[config.mk]
export PLATFORM = sky130hd
export DESIGN_NAME = bankers_safety_check
export DESIGN_NICKNAME = d
export VERILOG_FILES = /design/src/bsc_pkg.sv /design/src/bsc_ctrl.sv /design/src/bsc_datapath.sv /design/src/bankers_safety_check.sv
export SDC_FILE = /design/constraint.sdc
export NUM_CORES = 1
export LEC_CHECK = 0
export ABC_AREA = 1
export CORE_ASPECT_RATIO = 0.9
export CORE_MARGIN = 1.5
export CORE_UTILIZATION = 58
export DETAILED_ROUTE_END_ITERATION = 6
export DONT_BUFFER_PORTS = 1
export GPL_ROUTABILITY_DRIVEN = 0
export PLACE_DENSITY = 0.76
export SETUP_SLACK_MARGIN = 0.15
export SKIP_CTS_REPAIR_TIMING = 1
export SLEW_MARGIN = 10
export SYNTH_ARGS = -nofsm -noshare
export SYNTH_HDL_FRONTEND = slang
export SYNTH_HIERARCHICAL = 1
export SYNTH_SLANG_ARGS = --single-unit
[constraint.sdc]
create_clock -name clk -period 3.3 [get_ports clk]
set_input_delay 0.165 -clock clk [delete_from_list [all_inputs] [get_ports clk]]
set_output_delay 0.165 -clock clk [all_outputs]
set_load 0.02 [all_outputs]
[src/bsc_pkg.sv]
// Shared types and constants for the banker's safety check block.
`timescale 1ns / 1ps
package bsc_pkg;

	localparam int NUM_RES    = 3;
	localparam int FIELD_W    = 8;
	localparam int PID_W      = 3;
	localparam int MAX_OUT    = 8;
	localparam int OUT_IDX_W  = 3;
	localparam int CFG_ADDR_W = 2;
	localparam int CFG_DATA_W = 8;

	localparam logic [CFG_ADDR_W-1:0] REG_AVAIL_R0 = 2'd0;
	localparam logic [CFG_ADDR_W-1:0] REG_AVAIL_R1 = 2'd1;
	localparam logic [CFG_ADDR_W-1:0] REG_AVAIL_R2 = 2'd2;

	typedef struct packed {
		logic [FIELD_W-1:0] alloc_r0;
		logic [FIELD_W-1:0] alloc_r1;
		logic [FIELD_W-1:0] alloc_r2;
		logic [FIELD_W-1:0] max_r0;
		logic [FIELD_W-1:0] max_r1;
		logic [FIELD_W-1:0] max_r2;
		logic               last_row;
	} row_t;

	typedef struct packed {
		logic [PID_W-1:0] proc_id;
		logic             entry_valid;
		logic             safe;
		logic             last_result;
	} result_t;

	typedef struct packed {
		logic load;
		logic seed;
		logic step;
		logic emit;
		logic clear;
	} cmd_t;

	typedef struct packed {
		logic take;
		logic last_proc;
		logic emit_last;
	} status_t;

endpackage

[src/bsc_ctrl.sv]
// Controller state machine: row loading, the safety walk and result sequencing.
`timescale 1ns / 1ps
module bsc_ctrl import bsc_pkg::*; #(
	parameter int PROCESSES = 8
) (
	input  logic                          clk,
	input  logic                          arst_n,
	input  logic                          start,
	input  logic                          last_row,
	input  status_t                       status,
	output logic                          busy,
	output cmd_t                          cmd,
	output logic [$clog2(PROCESSES)-1:0]  proc_idx,
	output logic [OUT_IDX_W-1:0]          emit_idx,
	output logic                          result_valid
);

	localparam int IDX_W = $clog2(PROCESSES);

	typedef enum logic [1:0] {
		S_IDLE,
		S_WALK,
		S_EMIT
	} state_t;

	state_t               state_q;
	logic [IDX_W-1:0]     proc_idx_q;
	logic [IDX_W-1:0]     pass_q;
	logic                 progress_q;
	logic [OUT_IDX_W-1:0] emit_idx_q;
	logic                 result_valid_q;
	logic                 accept;

	assign accept       = start && (state_q == S_IDLE);
	assign busy         = (state_q != S_IDLE);
	assign proc_idx     = proc_idx_q;
	assign emit_idx     = emit_idx_q;
	assign result_valid = result_valid_q;

	always_comb begin
		cmd       = '0;
		cmd.load  = accept;
		cmd.seed  = accept && last_row;
		cmd.step  = (state_q == S_WALK);
		cmd.emit  = (state_q == S_EMIT);
		cmd.clear = (state_q == S_EMIT) && status.emit_last;
	end

	always_ff @(posedge clk or negedge arst_n) begin
		if (!arst_n) begin
			state_q        <= S_IDLE;
			proc_idx_q     <= '0;
			pass_q         <= '0;
			progress_q     <= 1'b0;
			emit_idx_q     <= '0;
			result_valid_q <= 1'b0;
		end else begin
			result_valid_q <= (state_q == S_EMIT);
			case (state_q)
				S_IDLE: begin
					if (accept && last_row) begin
						state_q    <= S_WALK;
						proc_idx_q <= '0;
						pass_q     <= '0;
						progress_q <= 1'b0;
					end
				end
				S_WALK: begin
					if (status.last_proc) begin
						// A pass that finished nothing means no later pass can either.
						if (pass_q == IDX_W'(PROCESSES - 1) || !(progress_q || status.take)) begin
							state_q    <= S_EMIT;
							emit_idx_q <= '0;
						end else begin
							pass_q     <= pass_q + 1'b1;
							proc_idx_q <= '0;
							progress_q <= 1'b0;
						end
					end else begin
						proc_idx_q <= proc_idx_q + 1'b1;
						progress_q <= progress_q || status.take;
					end
				end
				S_EMIT: begin
					emit_idx_q <= emit_idx_q + 1'b1;
					if (status.emit_last) begin
						state_q <= S_IDLE;
					end
				end
				default: begin
					state_q <= S_IDLE;
				end
			endcase
		end
	end

endmodule

[src/bsc_datapath.sv]
// Datapath: row stores, work vector, fit test, finish order and result register.
`timescale 1ns / 1ps
module bsc_datapath import bsc_pkg::*; #(
	parameter int PROCESSES = 8,
	parameter int UNIT_BITS = 8
) (
	input  logic                         clk,
	input  logic                         arst_n,
	input  cmd_t                         cmd,
	input  row_t                         row,
	input  logic [$clog2(PROCESSES)-1:0] proc_idx,
	input  logic [OUT_IDX_W-1:0]         emit_idx,
	input  logic                         wr_en,
	input  logic [CFG_ADDR_W-1:0]        wr_addr,
	input  logic [CFG_DATA_W-1:0]        wr_data,
	output status_t                      status,
	output result_t                      result
);

	localparam int U_W         = (UNIT_BITS < FIELD_W) ? UNIT_BITS : FIELD_W;
	localparam int IDX_W       = $clog2(PROCESSES);
	localparam int CNT_W       = $clog2(PROCESSES + 1);
	localparam int WORK_W      = U_W + $clog2(PROCESSES + 1);
	localparam int ORDER_DEPTH = (PROCESSES < MAX_OUT) ? PROCESSES : MAX_OUT;
	localparam int ORD_W       = $clog2(ORDER_DEPTH);
	localparam int CMP_W       = (CNT_W > OUT_IDX_W + 1) ? CNT_W : OUT_IDX_W + 1;

	logic [U_W-1:0]    avail_q [NUM_RES];
	logic [U_W-1:0]    alloc_q [PROCESSES][NUM_RES];
	logic [U_W-1:0]    need_q  [PROCESSES][NUM_RES];
	logic [WORK_W-1:0] work_q  [NUM_RES];
	logic [PROCESSES-1:0] fin_q;
	logic [CNT_W-1:0]  rows_q;
	logic [CNT_W-1:0]  count_q;
	logic [PID_W-1:0]  order_q [ORDER_DEPTH];
	result_t           result_q;

	logic [U_W-1:0]    row_alloc [NUM_RES];
	logic [U_W-1:0]    row_max   [NUM_RES];
	logic [U_W-1:0]    row_need  [NUM_RES];
	logic              room;
	logic              fits;
	logic              take;
	logic [CMP_W-1:0]  next_pos;
	logic              emit_last;
	result_t           result_d;

	always_comb begin
		row_alloc[0] = row.alloc_r0[U_W-1:0];
		row_alloc[1] = row.alloc_r1[U_W-1:0];
		row_alloc[2] = row.alloc_r2[U_W-1:0];
		row_max[0]   = row.max_r0[U_W-1:0];
		row_max[1]   = row.max_r1[U_W-1:0];
		row_max[2]   = row.max_r2[U_W-1:0];
		for (int r = 0; r < NUM_RES; r++) begin
			// A claim below the holding means no further need.
			row_need[r] = (row_max[r] > row_alloc[r]) ? (row_max[r] - row_alloc[r]) : '0;
		end
	end

	assign room = (rows_q < CNT_W'(PROCESSES));

	always_comb begin
		fits = 1'b1;
		for (int r = 0; r < NUM_RES; r++) begin
			if (WORK_W'(need_q[proc_idx][r]) > work_q[r]) begin
				fits = 1'b0;
			end
		end
	end

	assign take = cmd.step && !fin_q[proc_idx] && fits;

	assign next_pos  = CMP_W'(emit_idx) + 1'b1;
	assign emit_last = (count_q == '0) || (next_pos == CMP_W'(count_q)) ||
		(emit_idx == OUT_IDX_W'(MAX_OUT - 1));

	assign status.take      = !fin_q[proc_idx] && fits;
	assign status.last_proc = ((CNT_W'(proc_idx) + 1'b1) == rows_q);
	assign status.emit_last = emit_last;

	always_comb begin
		result_d = '0;
		if (count_q == '0) begin
			result_d.last_result = 1'b1;
		end else begin
			result_d.proc_id     = order_q[emit_idx[ORD_W-1:0]];
			result_d.entry_valid = 1'b1;
			result_d.safe        = (count_q == rows_q);
			result_d.last_result = emit_last;
		end
	end

	assign result = result_q;

	always_ff @(posedge clk or negedge arst_n) begin
		if (!arst_n) begin
			for (int r = 0; r < NUM_RES; r++) begin
				avail_q[r] <= '0;
				work_q[r]  <= '0;
			end
			fin_q   <= '0;
			rows_q  <= '0;
			count_q <= '0;
		end else begin
			if (wr_en) begin
				case (wr_addr)
					REG_AVAIL_R0: avail_q[0] <= wr_data[U_W-1:0];
					REG_AVAIL_R1: avail_q[1] <= wr_data[U_W-1:0];
					REG_AVAIL_R2: avail_q[2] <= wr_data[U_W-1:0];
					default: ;
				endcase
			end
			if (cmd.load && room) begin
				rows_q <= rows_q + 1'b1;
			end
			if (cmd.seed) begin
				for (int r = 0; r < NUM_RES; r++) begin
					work_q[r] <= WORK_W'(avail_q[r]);
				end
				fin_q   <= '0;
				count_q <= '0;
			end
			if (take) begin
				for (int r = 0; r < NUM_RES; r++) begin
					work_q[r] <= work_q[r] + WORK_W'(alloc_q[proc_idx][r]);
				end
				fin_q[proc_idx] <= 1'b1;
				count_q         <= count_q + 1'b1;
			end
			if (cmd.clear) begin
				for (int r = 0; r < NUM_RES; r++) begin
					work_q[r] <= '0;
				end
				fin_q  <= '0;
				rows_q <= '0;
			end
		end
	end

	always_ff @(posedge clk) begin
		if (cmd.load && room) begin
			for (int r = 0; r < NUM_RES; r++) begin
				alloc_q[rows_q[IDX_W-1:0]][r] <= row_alloc[r];
				need_q[rows_q[IDX_W-1:0]][r]  <= row_need[r];
			end
		end
		if (take && (count_q < CNT_W'(ORDER_DEPTH))) begin
			order_q[count_q[ORD_W-1:0]] <= PID_W'(proc_idx);
		end
		if (cmd.emit) begin
			result_q <= result_d;
		end
	end

endmodule

[src/bankers_safety_check.sv]
// Top level of the banker's algorithm safety check.
//
//   Channel   Direction  Handshake                      Payload
//   rows      in         start high while busy is low   row      (row_t)
//   results   out        result_valid, one cycle each   result   (result_t)
//   config    in         wr_en, no wait                 wr_addr, wr_data
//
// The block can take a row every cycle while busy is low. The row marked last
// seeds the work vector and starts the walk: one process is examined per cycle
// by the single fit-test and add unit, pass after pass. The walk ends early
// after a pass that finished nothing. Results then leave one per cycle (one to
// eight of them), and busy drops with the cycle that shows the final one.
// Reset clears the available registers, the table and the walk; the row stores
// need no clearing. The receiver cannot stall, so results are never held.
`timescale 1ns / 1ps
module bankers_safety_check import bsc_pkg::*; #(
	parameter int PROCESSES = 8,
	parameter int UNIT_BITS = 8
) (
	input  logic                  clk,
	input  logic                  arst_n,
	input  logic                  start,
	input  row_t                  row,
	output logic                  busy,
	output logic                  result_valid,
	output result_t               result,
	input  logic                  wr_en,
	input  logic [CFG_ADDR_W-1:0] wr_addr,
	input  logic [CFG_DATA_W-1:0] wr_data
);

	// Command and status between the sequencer and the datapath.
	cmd_t                         cmd;
	status_t                      status;
	logic [$clog2(PROCESSES)-1:0] proc_idx;
	logic [OUT_IDX_W-1:0]         emit_idx;

	// The controller decides when a row transfer completes and walks the
	// process index; it also owns the result strobe.
	bsc_ctrl #(
		.PROCESSES(PROCESSES)
	) u_ctrl (
		.clk         (clk),
		.arst_n      (arst_n),
		.start       (start),
		.last_row    (row.last_row),
		.status      (status),
		.busy        (busy),
		.cmd         (cmd),
		.proc_idx    (proc_idx),
		.emit_idx    (emit_idx),
		.result_valid(result_valid)
	);

	// The datapath holds the rows, the work vector and the finish order, and
	// registers each result in the same cycle the controller raises the strobe.
	bsc_datapath #(
		.PROCESSES(PROCESSES),
		.UNIT_BITS(UNIT_BITS)
	) u_datapath (
		.clk     (clk),
		.arst_n  (arst_n),
		.cmd     (cmd),
		.row     (row),
		.proc_idx(proc_idx),
		.emit_idx(emit_idx),
		.wr_en   (wr_en),
		.wr_addr (wr_addr),
		.wr_data (wr_data),
		.status  (status),
		.result  (result)
	);

endmodule

After elaboration in Yosys (flattened, before gate mapping)
Memory sizes are Yosys's and may differ from the RTL's. A register that Yosys moved wholly into a read port is not among the register bits.
Index checks and enable logic that the tools add are counted.
{"block": "totals", "wordCells": 135, "ff_bits": 92, "in_bits": 63, "mem_bits_rw": 408, "mem_count": 3}
{"memory": "u_datapath.alloc_q", "words": 8, "width": 24, "rd": 1, "rd_clocked_by_memory_dff": 0, "write_ports": 1, "line_no": "bsc_datapath.sv:29", "rtl": "logic [U_W-1:0] alloc_q [PROCESSES][NUM_RES];"}
{"memory": "u_datapath.need_q", "words": 8, "width": 24, "rd": 1, "rd_clocked_by_memory_dff": 0, "write_ports": 1, "line_no": "bsc_datapath.sv:30", "rtl": "logic [U_W-1:0] need_q [PROCESSES][NUM_RES];"}
{"memory": "u_datapath.order_q", "words": 8, "width": 3, "rd": 1, "rd_clocked_by_memory_dff": 1, "write_ports": 1, "line_no": "bsc_datapath.sv:35", "rtl": "logic [PID_W-1:0] order_q [ORDER_DEPTH];"}
{"block": "classes", "mux": 44, "order_cmp": 10, "bitwise": 1, "add_sub_neg": 13, "n_eq_ne": 15, "n_reduce_logical": 31}
{"op": "$mux W36", "n": 3}
{"op": "$mux W8", "n": 6}
{"op": "$add A12 B8 Y12", "n": 3}
{"op": "$gt A8 B12 Y1", "n": 3}
{"op": "$gt A8 B8 Y1", "n": 3}
{"op": "$sub A8 B8 Y8", "n": 3}
{"op": "$mux W3", "n": 7}
{"op": "$pmux W3 S2", "n": 3}
{"op": "$mux W4", "n": 4}
{"op": "$eq A4 B4 Y1", "n": 3}
{"op": "$mux W1", "n": 12}
{"op": "$mux W2", "n": 5}
{"op": "$reduce_bool A2 Y1", "n": 5}
{"op": "$add A3 B1 Y3 const B", "n": 3}
{"op": "$logic_and A1 B1 Y1", "n": 9}
{"op": "$add A3 B1 Y4 const B", "n": 2}
{"op": "$add A4 B1 Y4 const B", "n": 2}
{"op": "$lt A4 B4 Y1 const B", "n": 2}
{"op": "$ne A2 B2 Y1 const B", "n": 4}
{"op": "$or A8 B8 Y8", "n": 1}
{"op": "$reduce_and A4 Y1", "n": 2}
{"op": "$eq A3 B3 Y1 const B", "n": 2}
{"op": "$pmux W2 S3", "n": 1}
{"op": "$reduce_and A2 Y1", "n": 3}
{"op": "15 further kinds", "n": 23}

Longest topological paths before layout
An unclocked memory read counts as a cell.
{"block": "depth", "ltp_word": 12, "ltp_mapped": 26, "ltp_nobuf": 24}

By module
The synthesis kept the hierarchy.
{"module": "bsc_datapath", "cells_per_inst": 1850, "instances": 1, "area_per_inst_um2": 21665.8}
{"module": "bsc_ctrl", "cells_per_inst": 81, "instances": 1, "area_per_inst_um2": 690.7}

Worst setup path before layout
OpenSTA, ideal clock, no wires.
{"block": "synth_timing", "path_type": "reg-to-reg", "from": "reg u_ctrl.state_q[0]", "to": "mem u_datapath/alloc_q[7][0] (netlist bit), enable pin", "required_ns": 2.845, "arrival_time_ns": 3.171, "stages_incl_launch_ff": 9, "synth_period_minus_slack_ns": 3.626, "setup_slack_ns": -0.326, "path_cell_list": "dfrtp_1 nor2_1 inv_1 nor2_1 buf_4 nand2_1 nor2_1 inv_1 nor2_1"}
{"block": "synth_via", "elab_chain_len": 5}
{"element": "start, declared", "line_no": "bsc_ctrl.sv:26", "rtl": "state_t state_q;"}
{"element": "start signal, assigned", "line_no": "bsc_ctrl.sv:51", "rtl": "state_q <= S_IDLE;"}
{"element": "start signal, assigned", "line_no": "bsc_ctrl.sv:62", "rtl": "state_q <= S_WALK;"}
{"element": "start signal, assigned", "line_no": "bsc_ctrl.sv:72", "rtl": "state_q <= S_EMIT;"}
{"element": "$logic_not A2 Y1", "line_no": "bsc_ctrl.sv:34", "rtl": "assign accept = start && (state_q == S_IDLE);"}
{"element": "$logic_and A1 B1 Y1", "line_no": "bsc_ctrl.sv:34"}
{"element": "named net u_ctrl.accept", "line_no": "bsc_ctrl.sv:32", "rtl": "logic accept;"}
{"element": "$logic_and A1 B1 Y1", "line_no": "bsc_datapath.sv:142", "rtl": "if (cmd.load && room) begin"}
{"element": "$mux W1", "line_no": "bsc_datapath.sv:142"}
{"element": "$mux W1 (not written as such)", "line_no": "bsc_datapath.sv:144", "rtl": "alloc_q[rows_q[IDX_W-1:0]][r] <= row_alloc[r];"}
{"element": "end, declared", "line_no": "bsc_datapath.sv:29"}
The timed path passes the listed nets, and every way through them passes these cells.

Final worst setup path
{"block": "layout_timing", "from": "reg u_ctrl.proc_idx_q[0], in the netlist u_ctrl/proc_idx[0]", "to": "mem u_datapath.order_q[0][1], enable pin"}
{"block": "layout_via", "elab_chain_len": 9, "elab_cells_between_ends": 15}
{"element": "start, declared", "line_no": "bsc_ctrl.sv:27", "rtl": "logic [IDX_W-1:0] proc_idx_q;"}
{"element": "start signal, assigned", "line_no": "bsc_ctrl.sv:80", "rtl": "proc_idx_q <= proc_idx_q + 1'b1;"}
{"element": "$mem_v2 Z8 W24"}
{"element": "$gt A8 B12 Y1", "line_no": "bsc_datapath.sv:66", "rtl": "if (WORK_W'(need_q[proc_idx][r]) > work_q[r]) begin"}
{"element": "$mux W1 (3 in series)", "line_no": "bsc_datapath.sv:66"}
{"element": "$logic_and A1 B1 Y1 *", "line_no": "bsc_datapath.sv:72", "rtl": "assign take = cmd.step && !fin_q[proc_idx] && fits;"}
{"element": "$logic_and A1 B1 Y1 *", "line_no": "bsc_datapath.sv:148", "rtl": "if (take && (count_q < CNT_W'(ORDER_DEPTH))) begin"}
{"element": "$mux W1 *", "line_no": "bsc_datapath.sv:148"}
{"element": "$mux W1 (not written as such) *", "line_no": "bsc_datapath.sv:149", "rtl": "order_q[count_q[ORD_W-1:0]] <= PID_W'(proc_idx);"}
{"element": "end, declared", "line_no": "bsc_datapath.sv:35"}
Mark *: on every way between the ends. The rest lies on a longest branch, timed or not. The select of a mux whose other input is x is not followed.

==> flow_metrics.tcl <==
set metrics [dict create \
    synth_edf_count 414 \
    clock-sinks 503 \
    crit_top_cell "nand2_1" \
    yosys_register_bits 503 \
    r2r_start "u_ctrl/proc_idx[0]$_DFFE_PN0P_" \
    critPathLaunchType "register" \
    clock_latency_ps 610 \
    p_leak_nw 10.7 \
    fin_ws_ps -163 \
    synth_cell_types 51 \
    worstHoldStart "row[25]" \
    clock.fmax_mhz 289 \
    dpl.hpwl_um 36400 \
    hold_path_end "u_datapath/need_q[7][0]$_DFFE_PP_" \
    layout_min_cycle_time_ps 3460 \
    drc_errors 0 \
    crit_path_max_fanout 7 \
    grt_max_degree 90 \
    dieWidth_um 210 \
    power_density_nw_per_um2 999 \
    violations "negative hold slack, negative setup slack" \
    synth_fp_nets 2082 \
    synthToLayoutAreaGrowth_pct 19.4 \
    final_common_cell "nand2_1" \
    die_area_um2 39700 \
    slew_violations 0 \
    endpoint_kind "register" \
    worstHoldPathCells 2 \
    grt_pass1_wl_um 85100 \
    finalSetupViolCount 80 \
    syn_area_um2 22400 \
    core_area_um2 38200 \
    portBuffers 0 \
    numCtsBuffers 48 \
    track_usage_pct 28.2 \
    required_ps 3600 \
    cts_buffer_depth 3 \
    synthCells 1931 \
    ios 71 \
    ff2ff_setup_slack_ps -160 \
    seq_area_frac_synth_pct 65.6 \
    drive_gt1_share_pct 17.0 \
    final_cells 2630 \
    place_inst 2471 \
    worst_slew_pin_slew_ps 1110 \
    critPathSlowestCell "dfrtp_2" \
    rows 68 \
    drv_cap 0 \
    wirelength_um 59600 \
    diodes 0 \
    vdd_drop_max_mv 0.993 \
    p_total_w 0.0267 \
    wire_per_inst_um 22.7 \
    r2r_cells 20 \
    worst_slew_margin_rel_pct 25.7 \
    ys.flop_type "edfxtp_1" \
    outcome "finished, violations left" \
    fin_worst_skew_ps 38.9 \
    h-tree-depth 2 \
    ant_nets 0 \
    yosysWarnings 6 \
    crit_chain "buf_6, inv_4, nand3_4, clkinv_8, buf_6, a22o_1, a221oi_2, nand4_1, ha_1, nand2_1, inv_1, nand2_1, nand2_1, nand2_1, nand2_1, nand2_2, nand4_4, inv_4, nand3_2, nor2_2" \
    criticalPathCategory "reg2reg" \
    grt_pass1_vias 14800 \
    drtPass1Iterations 6 \
    die_h_um 189 \
    initial_utilization_pct 58.5 \
    critPathTopFamily "simple AND/OR/NAND/NOR gates" \
    routed_via_density 6.08 \
    r2r_end "u_datapath/order_q[0][1]$_DFFE_PP_" \
    vias 16000 \
    place_ws_ps -237 \
    syn_area_per_cell_um2 11.6 \
    rsz0062_at_grt "true" \
    drt_iter0_drc 1911 \
    clk_pin_slew_ps 70 \
    hold_ws_ps -18.7 \
    crit_arrival_ps 3760 \
    antenna_found_initial 1 \
    fin_crit_sh_pct 105 \
    grt_remaining_overflow 0 \
    cp_slowest_stage_delay_ps 470 \
    hold_viol 8 \
    cts_root_buffer "clkbuf_16" \
    hold_path.class "in2reg" \
    async_reset_ff_share_pct 17.7 \
    final_cell_mix "476 x nand2_1, 414 x edfxtp_1, 147 x inv_1" \
    cts_tree "built" \
    nNetsFinal 2252 \
    path_buf_inv 6 \
]
[routing by layer]
metal  share of wire [%]  GRT usage, %  vias to the layer above
met5               0.022             0                        -
met4                 2.6          7.72                        2
met1                  40          40.2                     7759
li1                    -             -                     7198
met2                  47          44.1                      894
met3                  11          6.50                      132
[worst max-delay path by stage]
stage	endpoint	cells past startpoint	from	slack, ps
5_1_grt	u_ctrl/pass_q[2]$_DFFE_PN0P_	24	u_ctrl/proc_idx[0]$_DFFE_PN0P_	-290
6_report	u_datapath/order_q[0][1]$_DFFE_PP_	20	u_ctrl/proc_idx[0]$_DFFE_PN0P_	-160
2_1_floorplan	u_datapath/alloc_q[1][0]$_DFFE_PP_	8	u_ctrl/state_q[0]$_DFFE_PN0P_	-300
3_5_place_dp	u_ctrl/pass_q[0]$_DFFE_PN0P_	23	u_ctrl/proc_idx[0]$_DFFE_PN0P_	-240
4_1_cts	u_ctrl/pass_q[0]$_DFFE_PN0P_	23	u_ctrl/proc_idx[0]$_DFFE_PN0P_	-270
3_3_place_gp	u_ctrl/proc_idx[1]$_DFFE_PN0P_	23	u_ctrl/proc_idx[0]$_DFFE_PN0P_	-110
[final cells by class]
| class | count | area, µm² |
|---|---|---|
| clock buffers | 57 | 1250 |
| clock inverters | 32 | 235 |
| fillers | 2431 | 11500 |
| inverters | 170 | 686 |
| multi-input cells | 1195 | 7360 |
| flip-flops and latches | 503 | 14700 |
| well taps | 490 | 613 |
| repair buffers | 182 | 1880 |
| repair inverters | 1 | 6.26 |
[kinds of logic (layout without fill, tap and decap cells)]
family	after synthesis	in the layout	synth area share, %
simple gates	771	772	14.6
flops	503	503	65.6
compound gates	294	294	8.88
buf+inv	234	442	4.25
fa+ha+maj	88	88	5.13
xor+xnor	41	41	1.61
[synthesized netlist by cell type (all sizes together) (33+ instances only)]
master | number | area, µm²
nand2 | 502 | 1900
edfxtp | 414 | 12400
inv | 165 | 619
nor2 | 110 | 450
dfrtp | 89 | 2230
nand3 | 89 | 458
ha | 82 | 1030
o21ai | 77 | 389
a21oi | 59 | 307
nand4 | 53 | 347
a22oi | 52 | 390
a221oi | 41 | 359
buf | 33 | 195
[report_power, final]
part	total, W	switching [W]	internal [W]
registers	0.00817	0.000527	0.00764
logic	0.0132	0.00794	0.00528
clock network	0.00528	0.00245	0.00283
[sequential cells by signal (all words and copies together) (netlist names), 2 cells and up]
| name | cells |
|---|---|
| u_datapath/alloc_q | 192 |
| u_datapath/need_q | 192 |
| u_datapath/work_q | 36 |
| u_datapath/avail_q | 24 |
| u_datapath/order_q | 24 |
| u_datapath/fin_q | 8 |
| u_datapath/result | 6 |
| u_datapath/count_q | 4 |
| u_datapath/rows_q | 4 |
| u_ctrl/emit_idx | 3 |
| u_ctrl/pass_q | 3 |
| u_ctrl/proc_idx | 3 |
| u_ctrl/state_q | 2 |
[stage by stage]
stage	setup TNS (ps)	util, %	cell area [µm²]
after floorplan	-72700	-	22400
after global placement	-5060	62.4	23800
after detailed placement	-9720	62.4	23800
after CTS	-13410	66.3	25300
after global routing	-15220	69.9	26700
final	-7730	69.9	26700
(Power assumes the default switching activity.)
